[config.mk]
export PLATFORM = sky130hd
export DESIGN_NAME = nd_index_address_generator
export DESIGN_NICKNAME = d
export VERILOG_FILES = /design/src/rtl/nia_pkg.sv /design/src/rtl/nia_cfg.sv /design/src/rtl/nia_ctrl.sv /design/src/rtl/nia_dp.sv /design/src/rtl/nd_index_address_generator.sv
export SDC_FILE = /design/constraint.sdc
export NUM_CORES = 1
export LEC_CHECK = 0
export ABC_AREA = 1
export ABC_CLOCK_PERIOD_IN_PS = 14440
export BUFFER_PORTS_ARGS = -buffer_cell sky130_fd_sc_hd__buf_2
export CAP_MARGIN = 15
export CORE_ASPECT_RATIO = 1.4
export CORE_MARGIN = 1.5
export CORE_UTILIZATION = 30
export DETAILED_ROUTE_END_ITERATION = 8
export GPL_ROUTABILITY_DRIVEN = 1
export GPL_TIMING_DRIVEN = 0
export PLACE_DENSITY = 0.52
export SLEW_MARGIN = 20
export SYNTH_ARGS = -nofsm -noshare
export SYNTH_HDL_FRONTEND = slang
export SYNTH_SLANG_ARGS = --single-unit
[constraint.sdc]
create_clock -name i_clk -period 14.44 [get_ports i_clk]
set_input_delay 2.888 -clock i_clk [delete_from_list [all_inputs] [get_ports i_clk]]
set_output_delay 2.888 -clock i_clk [all_outputs]
set_load 0.005 [all_outputs]
[src/rtl/nia_pkg.sv]
`default_nettype none

package nia_pkg;

    localparam int PORT_DIMS      = 4;
    localparam int IDX_W          = 8;
    localparam int OPC_W          = 2;
    localparam int OFF_W          = 32;
    localparam int SIZE_W         = 9;
    localparam int NDIM_W         = 3;
    localparam int CNT_W          = 2;
    localparam int ADDR_W         = 5;
    localparam int DATA_W         = 32;
    localparam int S_TDATA_W      = PORT_DIMS * IDX_W;
    localparam int M_TDATA_W      = OFF_W + PORT_DIMS * IDX_W;
    localparam int DEF_MAX_DIMS   = 4;
    localparam int DEF_INDEX_BITS = 8;

    typedef enum logic [OPC_W-1:0] {
        OP_LOOKUP  = 2'd0,
        OP_STEP    = 2'd1,
        OP_RESTART = 2'd2,
        OP_NOP     = 2'd3
    } t_opcode;

    localparam logic [NDIM_W-1:0] REG_NUM_DIMS  = 3'd0;
    localparam logic [NDIM_W-1:0] REG_SIZE_DIM0 = 3'd1;
    localparam logic [NDIM_W-1:0] REG_SIZE_DIM1 = 3'd2;
    localparam logic [NDIM_W-1:0] REG_SIZE_DIM2 = 3'd3;
    localparam logic [NDIM_W-1:0] REG_SIZE_DIM3 = 3'd4;

    typedef logic [PORT_DIMS-1:0][SIZE_W-1:0] t_extents;

    typedef struct packed {
        logic             load;
        logic             sel_iter;
        logic             clr_iter;
        logic             acc_clr;
        logic             acc_step;
        logic [CNT_W-1:0] lane;
        logic             out_load;
        logic             iter_adv;
    } t_dp_cmd;

    typedef struct packed {
        logic out_free;
    } t_dp_stat;

endpackage

`default_nettype wire

[src/rtl/nia_cfg.sv]
`default_nettype none

module nia_cfg #(
    parameter int MAX_DIMS   = nia_pkg::DEF_MAX_DIMS,
    parameter int INDEX_BITS = nia_pkg::DEF_INDEX_BITS
) (
    input  wire logic                          i_clk,
    input  wire logic                          i_rst_n,
    input  wire logic                          psel,
    input  wire logic                          penable,
    input  wire logic                          pwrite,
    input  wire logic [nia_pkg::ADDR_W-1:0]    paddr,
    input  wire logic [nia_pkg::DATA_W-1:0]    pwdata,
    output logic      [nia_pkg::DATA_W-1:0]    prdata,
    output logic                               pready,
    output logic      [nia_pkg::NDIM_W-1:0]    o_active_dims,
    output nia_pkg::t_extents                  o_extents
);

    localparam int LIM = (MAX_DIMS < nia_pkg::PORT_DIMS) ? MAX_DIMS : nia_pkg::PORT_DIMS;
    localparam int CAP = 1 << INDEX_BITS;

    logic [nia_pkg::NDIM_W-1:0]                           r_num_dims;
    logic [nia_pkg::PORT_DIMS-1:0][nia_pkg::SIZE_W-1:0]   r_size;
    logic [nia_pkg::NDIM_W-1:0]                           w_index;
    logic                                                 w_write;

    assign pready  = 1'b1;
    assign w_index = paddr[nia_pkg::ADDR_W-1:2];
    assign w_write = psel && penable && pwrite;

    always_ff @(posedge i_clk) begin
        if (!i_rst_n) begin
            r_num_dims <= nia_pkg::NDIM_W'(1);
            for (int d = 0; d < nia_pkg::PORT_DIMS; d++) begin
                r_size[d] <= nia_pkg::SIZE_W'(1);
            end
        end else if (w_write) begin
            case (w_index)
                nia_pkg::REG_NUM_DIMS:  r_num_dims <= pwdata[nia_pkg::NDIM_W-1:0];
                nia_pkg::REG_SIZE_DIM0: r_size[0]  <= pwdata[nia_pkg::SIZE_W-1:0];
                nia_pkg::REG_SIZE_DIM1: r_size[1]  <= pwdata[nia_pkg::SIZE_W-1:0];
                nia_pkg::REG_SIZE_DIM2: r_size[2]  <= pwdata[nia_pkg::SIZE_W-1:0];
                nia_pkg::REG_SIZE_DIM3: r_size[3]  <= pwdata[nia_pkg::SIZE_W-1:0];
                default: ;
            endcase
        end
    end

    always_comb begin
        case (w_index)
            nia_pkg::REG_NUM_DIMS:  prdata = nia_pkg::DATA_W'(r_num_dims);
            nia_pkg::REG_SIZE_DIM0: prdata = nia_pkg::DATA_W'(r_size[0]);
            nia_pkg::REG_SIZE_DIM1: prdata = nia_pkg::DATA_W'(r_size[1]);
            nia_pkg::REG_SIZE_DIM2: prdata = nia_pkg::DATA_W'(r_size[2]);
            nia_pkg::REG_SIZE_DIM3: prdata = nia_pkg::DATA_W'(r_size[3]);
            default:                prdata = '0;
        endcase
    end

    always_comb begin
        if (r_num_dims > nia_pkg::NDIM_W'(LIM)) begin
            o_active_dims = nia_pkg::NDIM_W'(LIM);
        end else begin
            o_active_dims = r_num_dims;
        end
    end

    always_comb begin
        for (int d = 0; d < nia_pkg::PORT_DIMS; d++) begin
            if (int'(r_size[d]) > CAP) begin
                o_extents[d] = nia_pkg::SIZE_W'(CAP);
            end else begin
                o_extents[d] = r_size[d];
            end
        end
    end

endmodule

`default_nettype wire

[src/rtl/nia_ctrl.sv]
`default_nettype none

module nia_ctrl (
    input  wire logic                          i_clk,
    input  wire logic                          i_rst_n,
    input  wire logic                          i_s_tvalid,
    input  wire logic [nia_pkg::OPC_W-1:0]     i_opcode,
    input  wire logic [nia_pkg::NDIM_W-1:0]    i_active_dims,
    input  wire nia_pkg::t_dp_stat             i_stat,
    output logic                               o_s_tready,
    output nia_pkg::t_dp_cmd                   o_cmd
);

    typedef enum logic [2:0] {
        S_IDLE = 3'b001,
        S_CALC = 3'b010,
        S_FIN  = 3'b100
    } t_state;

    t_state                      r_state, n_state;
    logic [nia_pkg::CNT_W-1:0]   r_cnt, n_cnt;
    logic                        r_step, n_step;
    logic                        w_accept;

    assign o_s_tready = (r_state == S_IDLE);
    assign w_accept   = i_s_tvalid && o_s_tready;

    always_comb begin
        n_state = r_state;
        n_cnt   = r_cnt;
        n_step  = r_step;
        o_cmd   = '0;
        o_cmd.lane     = r_cnt;
        o_cmd.sel_iter = (i_opcode == nia_pkg::OP_STEP);
        case (r_state)
            S_IDLE: begin
                if (w_accept) begin
                    o_cmd.load = 1'b1;
                    case (i_opcode)
                        nia_pkg::OP_LOOKUP, nia_pkg::OP_STEP: begin
                            o_cmd.acc_clr = 1'b1;
                            n_step        = (i_opcode == nia_pkg::OP_STEP);
                            n_cnt         = '0;
                            n_state       = (i_active_dims == '0) ? S_FIN : S_CALC;
                        end
                        nia_pkg::OP_RESTART: o_cmd.clr_iter = 1'b1;
                        default: ;
                    endcase
                end
            end
            S_CALC: begin
                o_cmd.acc_step = 1'b1;
                if ((nia_pkg::NDIM_W'(r_cnt) + nia_pkg::NDIM_W'(1)) == i_active_dims) begin
                    n_state = S_FIN;
                end else begin
                    n_cnt = r_cnt + nia_pkg::CNT_W'(1);
                end
            end
            S_FIN: begin
                if (i_stat.out_free) begin
                    o_cmd.out_load = 1'b1;
                    o_cmd.iter_adv = r_step;
                    n_state        = S_IDLE;
                end
            end
            default: n_state = S_IDLE;
        endcase
    end

    always_ff @(posedge i_clk) begin
        if (!i_rst_n) begin
            r_state <= S_IDLE;
            r_cnt   <= '0;
            r_step  <= 1'b0;
        end else begin
            r_state <= n_state;
            r_cnt   <= n_cnt;
            r_step  <= n_step;
        end
    end

endmodule

`default_nettype wire

[src/rtl/nia_dp.sv]
`default_nettype none

module nia_dp #(
    parameter int MAX_DIMS   = nia_pkg::DEF_MAX_DIMS,
    parameter int INDEX_BITS = nia_pkg::DEF_INDEX_BITS
) (
    input  wire logic                             i_clk,
    input  wire logic                             i_rst_n,
    input  wire nia_pkg::t_dp_cmd                 i_cmd,
    input  wire logic [nia_pkg::S_TDATA_W-1:0]    i_s_tdata,
    input  wire logic [nia_pkg::NDIM_W-1:0]       i_active_dims,
    input  wire nia_pkg::t_extents                i_extents,
    input  wire logic                             i_m_tready,
    output nia_pkg::t_dp_stat                     o_stat,
    output logic                                  o_m_tvalid,
    output logic      [nia_pkg::M_TDATA_W-1:0]    o_m_tdata,
    output logic                                  o_m_tlast
);

    localparam int ITER_LANES = (MAX_DIMS < nia_pkg::PORT_DIMS) ? MAX_DIMS : nia_pkg::PORT_DIMS;
    localparam int CMP_W      = (INDEX_BITS + 1 > nia_pkg::SIZE_W) ? INDEX_BITS + 1
                                                                   : nia_pkg::SIZE_W;

    logic [nia_pkg::PORT_DIMS-1:0][INDEX_BITS-1:0]   r_tup;
    logic [nia_pkg::PORT_DIMS-1:0][INDEX_BITS-1:0]   w_load;
    logic [MAX_DIMS-1:0][INDEX_BITS-1:0]             r_iter, n_iter;
    logic [nia_pkg::OFF_W-1:0]                       r_acc;
    logic [nia_pkg::OFF_W-1:0]                       w_prod;
    logic [nia_pkg::PORT_DIMS*nia_pkg::IDX_W-1:0]    w_out_idx;
    logic                                            w_wrap;
    logic                                            r_valid;
    logic [nia_pkg::M_TDATA_W-1:0]                   r_data;
    logic                                            r_last;

    for (genvar d = 0; d < nia_pkg::PORT_DIMS; d++) begin : g_lane
        logic [INDEX_BITS+nia_pkg::IDX_W-1:0] w_in_ext;
        logic [INDEX_BITS+nia_pkg::IDX_W-1:0] w_tup_ext;
        logic [INDEX_BITS-1:0]                w_iter_val;

        assign w_in_ext  = {{INDEX_BITS{1'b0}}, i_s_tdata[d*nia_pkg::IDX_W +: nia_pkg::IDX_W]};
        assign w_tup_ext = {{nia_pkg::IDX_W{1'b0}}, r_tup[d]};
        if (d < MAX_DIMS) begin : g_iter
            assign w_iter_val = r_iter[d];
        end else begin : g_none
            assign w_iter_val = '0;
        end
        assign w_load[d] = i_cmd.sel_iter ? w_iter_val : w_in_ext[INDEX_BITS-1:0];
        assign w_out_idx[d*nia_pkg::IDX_W +: nia_pkg::IDX_W] = w_tup_ext[nia_pkg::IDX_W-1:0];
    end

    assign w_prod = r_acc * nia_pkg::OFF_W'(i_extents[i_cmd.lane]);

    always_ff @(posedge i_clk) begin
        if (i_cmd.load) begin
            r_tup <= w_load;
        end
        if (i_cmd.acc_clr) begin
            r_acc <= '0;
        end else if (i_cmd.acc_step) begin
            r_acc <= w_prod + nia_pkg::OFF_W'(r_tup[i_cmd.lane]);
        end
    end

    always_comb begin
        logic                 carry;
        logic [CMP_W-1:0]     v;
        n_iter = r_iter;
        carry  = 1'b1;
        v      = '0;
        for (int i = ITER_LANES - 1; i >= 0; i--) begin
            if ((i < int'(i_active_dims)) && carry) begin
                v = CMP_W'(r_iter[i]) + CMP_W'(1);
                if (v < CMP_W'(i_extents[i])) begin
                    n_iter[i] = v[INDEX_BITS-1:0];
                    carry     = 1'b0;
                end else begin
                    n_iter[i] = '0;
                end
            end
        end
        w_wrap = carry;
        if (i_cmd.clr_iter) begin
            n_iter = '0;
        end else if (!i_cmd.iter_adv) begin
            n_iter = r_iter;
        end
    end

    always_ff @(posedge i_clk) begin
        if (!i_rst_n) begin
            r_iter <= '0;
        end else begin
            r_iter <= n_iter;
        end
    end

    always_ff @(posedge i_clk) begin
        if (!i_rst_n) begin
            r_valid <= 1'b0;
        end else if (i_cmd.out_load) begin
            r_valid <= 1'b1;
        end else if (i_m_tready) begin
            r_valid <= 1'b0;
        end
    end

    always_ff @(posedge i_clk) begin
        if (i_cmd.out_load) begin
            r_data <= {w_out_idx, r_acc};
            r_last <= i_cmd.iter_adv && w_wrap;
        end
    end

    assign o_stat.out_free = !r_valid || i_m_tready;
    assign o_m_tvalid      = r_valid;
    assign o_m_tdata       = r_data;
    assign o_m_tlast       = r_last;

endmodule

`default_nettype wire

[src/rtl/nd_index_address_generator.sv]
// Row-major address generator for up to four dimensions.
// Slave stream: tuser carries the opcode (lookup, step, restart, ignored);
// tdata carries idx0..idx3, one byte each, idx0 lowest.
// Master stream: tdata carries flat_offset in bits 31:0 and out_idx0..out_idx3
// above it; tlast is set on a step that wrapped the iterator to all zeros.
// The APB port holds num_dims and the four extents at byte addresses 0 to 16;
// the user is to write it only while the block is idle; the block does not enforce this.
// A lookup or step word goes through the CALC state, which is skipped when no
// dimension is in use; there the offset is built by one multiply-add per
// dimension in a single shared unit. The word then waits in the FIN state
// until its result moves into the output register; only then is the next
// word taken. A restart or an ignored opcode yields no result.
// One word is in work at a time; a new word is taken as soon as the previous
// one has moved into the output register, even while that result waits.
// When the receiver stalls, the result holds in the output register and the
// block waits before loading the next one.
// Reset sets one dimension of extent one and clears the iterator.
`default_nettype none

module nd_index_address_generator #(
    parameter int MAX_DIMS   = nia_pkg::DEF_MAX_DIMS,
    parameter int INDEX_BITS = nia_pkg::DEF_INDEX_BITS
) (
    input  wire logic                             i_clk,
    input  wire logic                             i_rst_n,
    input  wire logic                             i_s_tvalid,
    output logic                                  o_s_tready,
    // idx0, idx1, idx2, idx3
    input  wire logic [nia_pkg::S_TDATA_W-1:0]    i_s_tdata,
    // opcode
    input  wire logic [nia_pkg::OPC_W-1:0]        i_s_tuser,
    output logic                                  o_m_tvalid,
    input  wire logic                             i_m_tready,
    // flat_offset, out_idx0, out_idx1, out_idx2, out_idx3
    output logic      [nia_pkg::M_TDATA_W-1:0]    o_m_tdata,
    output logic                                  o_m_tlast,
    input  wire logic                             psel,
    input  wire logic                             penable,
    input  wire logic                             pwrite,
    input  wire logic [nia_pkg::ADDR_W-1:0]       paddr,
    input  wire logic [nia_pkg::DATA_W-1:0]       pwdata,
    output logic      [nia_pkg::DATA_W-1:0]       prdata,
    output logic                                  pready
);

    logic [nia_pkg::NDIM_W-1:0]  w_active_dims;
    nia_pkg::t_extents           w_extents;
    nia_pkg::t_dp_cmd            w_cmd;
    nia_pkg::t_dp_stat           w_stat;

    nia_cfg #(
        .MAX_DIMS   (MAX_DIMS),
        .INDEX_BITS (INDEX_BITS)
    ) u_cfg (
        .i_clk         (i_clk),
        .i_rst_n       (i_rst_n),
        .psel          (psel),
        .penable       (penable),
        .pwrite        (pwrite),
        .paddr         (paddr),
        .pwdata        (pwdata),
        .prdata        (prdata),
        .pready        (pready),
        .o_active_dims (w_active_dims),
        .o_extents     (w_extents)
    );

    nia_ctrl u_ctrl (
        .i_clk         (i_clk),
        .i_rst_n       (i_rst_n),
        .i_s_tvalid    (i_s_tvalid),
        .i_opcode      (i_s_tuser),
        .i_active_dims (w_active_dims),
        .i_stat        (w_stat),
        .o_s_tready    (o_s_tready),
        .o_cmd         (w_cmd)
    );

    nia_dp #(
        .MAX_DIMS   (MAX_DIMS),
        .INDEX_BITS (INDEX_BITS)
    ) u_dp (
        .i_clk         (i_clk),
        .i_rst_n       (i_rst_n),
        .i_cmd         (w_cmd),
        .i_s_tdata     (i_s_tdata),
        .i_active_dims (w_active_dims),
        .i_extents     (w_extents),
        .i_m_tready    (i_m_tready),
        .o_stat        (w_stat),
        .o_m_tvalid    (o_m_tvalid),
        .o_m_tdata     (o_m_tdata),
        .o_m_tlast     (o_m_tlast)
    );

endmodule

`default_nettype wire

==> metrics.md <==
| Metric | Value |
|---|---|
| Resize count post-CTS | `0` |
| Post-detail-place hpwl | `45.9 mm` |
| DIE HEIGHT | `287 um` |
| IO Port Bufs | `127` |
| Max_cap viols | `0` |
| Crit-path leading delay family | `adder cells` |
| Root Buffer | `clkbuf_16` |
| Hold_buf cts | `0` |
| WP data arrival | `7.97 ns` |
| Max Freq | `0.133 GHz` |
| Slew headroom | `38.1%` |
| Core footprint | `56600 um2` |
| DR top layer | `met4` |
| Fill cells | `5912` |
| DR WL met3 | `2.66 mm` |
| Post-CTS Setup Bufs | `0` |
| Worst Skew | `0.0273 ns` |
| Clock sink count | `207` |
| Commonest cells after routing, fill and taps aside | `nand2_1, inv_1, nor2_1, fa_1, buf_2` |
| Post-synth EDFFs | `97` |
| Peak supply drop | `0.0828 mV` |
| Initial antenna violation count | `0` |
| Netlist cell types | `57` |
| CP startpoint kind | `flop` |
| Vias in the first global route | `15200` |
| Row count | `103` |
| H-Tree Depth | `1` |
| Mean Syn Cell Area | `8.44 um2` |
| Fin. max-slew vios | `0` |
| Tot Pwr | `1.98 mW` |
| Post-route minimum period | `7.53 ns` |
| Tcrit/Tclk final | `52.1%` |
| Cell Pwr Density | `99.4 nW/um2` |
| Gr usage total | `19.4%` |
| Critical path depth in cells | `33` |
| ANT nets after route | `0` |
| Leakage power | `9.41 nW` |
| CTS Buf Count | `25` |
| Setup Viol. Count Final | `0` |
| Antenna fix cells | `0` |
| Worst Reg-to-Reg Cells | `33` |
| Routed WL | `56.0 mm` |
| Initial DRT Pass Iterations | `6` |
| Initial cell density of the core | `30.5%` |
| Main synth FF type | `dfxtp_1` |
| First-pass GRT wire length | `86.7 mm` |
| Total placed cells including tap cells | `2930` |
| Max incr delay on CP | `0.62 ns` |
| GP Congestion | `0.944` |
| Area of the multi-input gates | `10600 um2` |
| Total number of vias | `14500` |
| Status | `finished clean` |
| CTS Buffer Depth | `3` |
| Worst Hold Depth | `0` |
| Drt via density | `4.86` |
| Worst Path Class, Setup | `reg2reg` |
| Synth Register Bits | `207` |
| Die width | `206 um` |
| Critical Path End Type | `flop` |
| Layout cells sized above 1 | `10.8%` |
| Final core occ | `35.2%` |
| Ys Warns | `0` |
| Routed len/inst | `18.8 um` |
| Grt ovf | `0` |
| CTS tree | `done` |
| Die ar. | `58900 um2` |
| Hold Violations, Final | `0` |
| Worst-Margin Slew | `0.924 ns` |
| Initial drt markers | `927` |
| Crit path top cell by count | `nand2_1` |
| Area growth, synth to finish | `15.5%` |
| Post-Synthesis Cells | `2042` |
| Seq. cell area | `5110 um2` |
| Most common cell after layout, fill and taps aside | `nand2_1` |
| # IOs | `178` |
| Setup tns final | `0 ns` |
| Worst Path Buf+Inv | `8` |
| Slowest cell on crit path | `clkbuf_1` |
| Nets | `2590` |
| CP max FO | `10` |
| Post-Syn Area | `17200 um2` |
| Clk pin slew, worst setup/hold paths | `0.06 ns` |
| Finished Layout Cells | `2976` |
| Worst hold margin | `0.435 ns` |
| Largest net degree at the start of global routing | `26` |
| Sequential area share after synthesis | `29.7%` |
| Critical Path RT | `14.88 ns` |
| Ys async rst share | `0%` |
| Clk_lat worst skew | `0.57 ns` |
| HP Class | `reg2reg` |
| WL met1 | `21.5 mm` |
| RSZ-0062 raised after global routing | `no` |
| Residual DRC count | `0` |
| Met2 WL | `29.4 mm` |
## metrics by stage
stage               setup WS, ns  cell area (um2)
floorplan                   7.75            17300
global placement            6.41            18900
detailed placement          7.00            19000
CTS                         6.96            19900
global route                6.42            19900
finish                      6.91            19900
## metal layers
metal	vias up	GRT usage (%)
met5	-	0
met1	7058	22.0
met4	0	8.19
met2	429	36.2
met3	126	2.25
li1	6851	-
## final timing paths
kind | slack (ns) | from | endpoint
hold / removal | 0.43 | u_dp.r_acc[21] | u_dp.o_m_tdata[21]
hold reg to reg | 0.43 | u_dp.r_acc[21] | u_dp.o_m_tdata[21]
setup / recovery | 6.91 | u_cfg.r_size[13] | u_dp.r_acc[29]
setup reg to reg | 6.91 | u_cfg.r_size[13] | u_dp.r_acc[29]
## logic make-up (layout without fill, tap and decap cells)
group,after synthesis,after routing,synth area share [%]
simple gates,752,752,17.6
buf+inv,397,574,9.31
compound gates,335,335,11.0
fa+ha+maj,290,290,29.0
flops,207,207,29.7
xor+xnor,55,55,2.88
mux,4,4,0.457
other cells,2,24,0.0436
## state kept, by name, summed over array words and instances, names as in the netlist
| signal | cells |
|---|---|
| u_dp.g_lane.w_iter_val | 32 |
| u_dp.o_m_tdata | 64 |
| u_ctrl.r_cnt | 2 |
| u_cfg.r_num_dims | 3 |
| u_dp.o_m_tlast | 1 |
| u_cfg.r_size | 36 |
| u_dp.o_m_tvalid | 1 |
| u_ctrl.r_step | 1 |
| u_dp.r_acc | 32 |
| u_dp.g_lane.w_tup_ext | 32 |
| u_ctrl.r_state | 3 |
## Yosys cell counts, types with 15 or more instances
master	instances	area [um2]
ha_1	107	1340
xor2_1	40	350
nor3_1	19	95.1
nand2_1	353	1330
buf_4	27	203
nor2_1	294	1100
o21ai_0	125	626
nand3_1	49	245
fa_1	183	3660
dfxtp_1	110	2200
edfxtp_1	97	2910
inv_1	303	1140
a21oi_1	112	561
o21ai_1	16	80.1
nand4_1	15	93.8
clkbuf_1	44	165
a22oi_1	18	135
## layout make-up
cell class	instances	share of cell area [%]
tap	735	4.62
buffer	79	2.05
sequential	207	25.7
clock inverter	16	1.31
clock buffer	30	3.29
inverter	318	6.01
multi-input combinational	1460	53.3
timing repair buffer	131	3.74
## report_power, final
part | switching [mW] | internal [mW] | total (mW)
Clock | 0.281 | 0.436 | 0.716
Combinational | 0.318 | 0.166 | 0.484
Sequential | 0.0703 | 0.709 | 0.780
(Power assumes the default switching activity.)
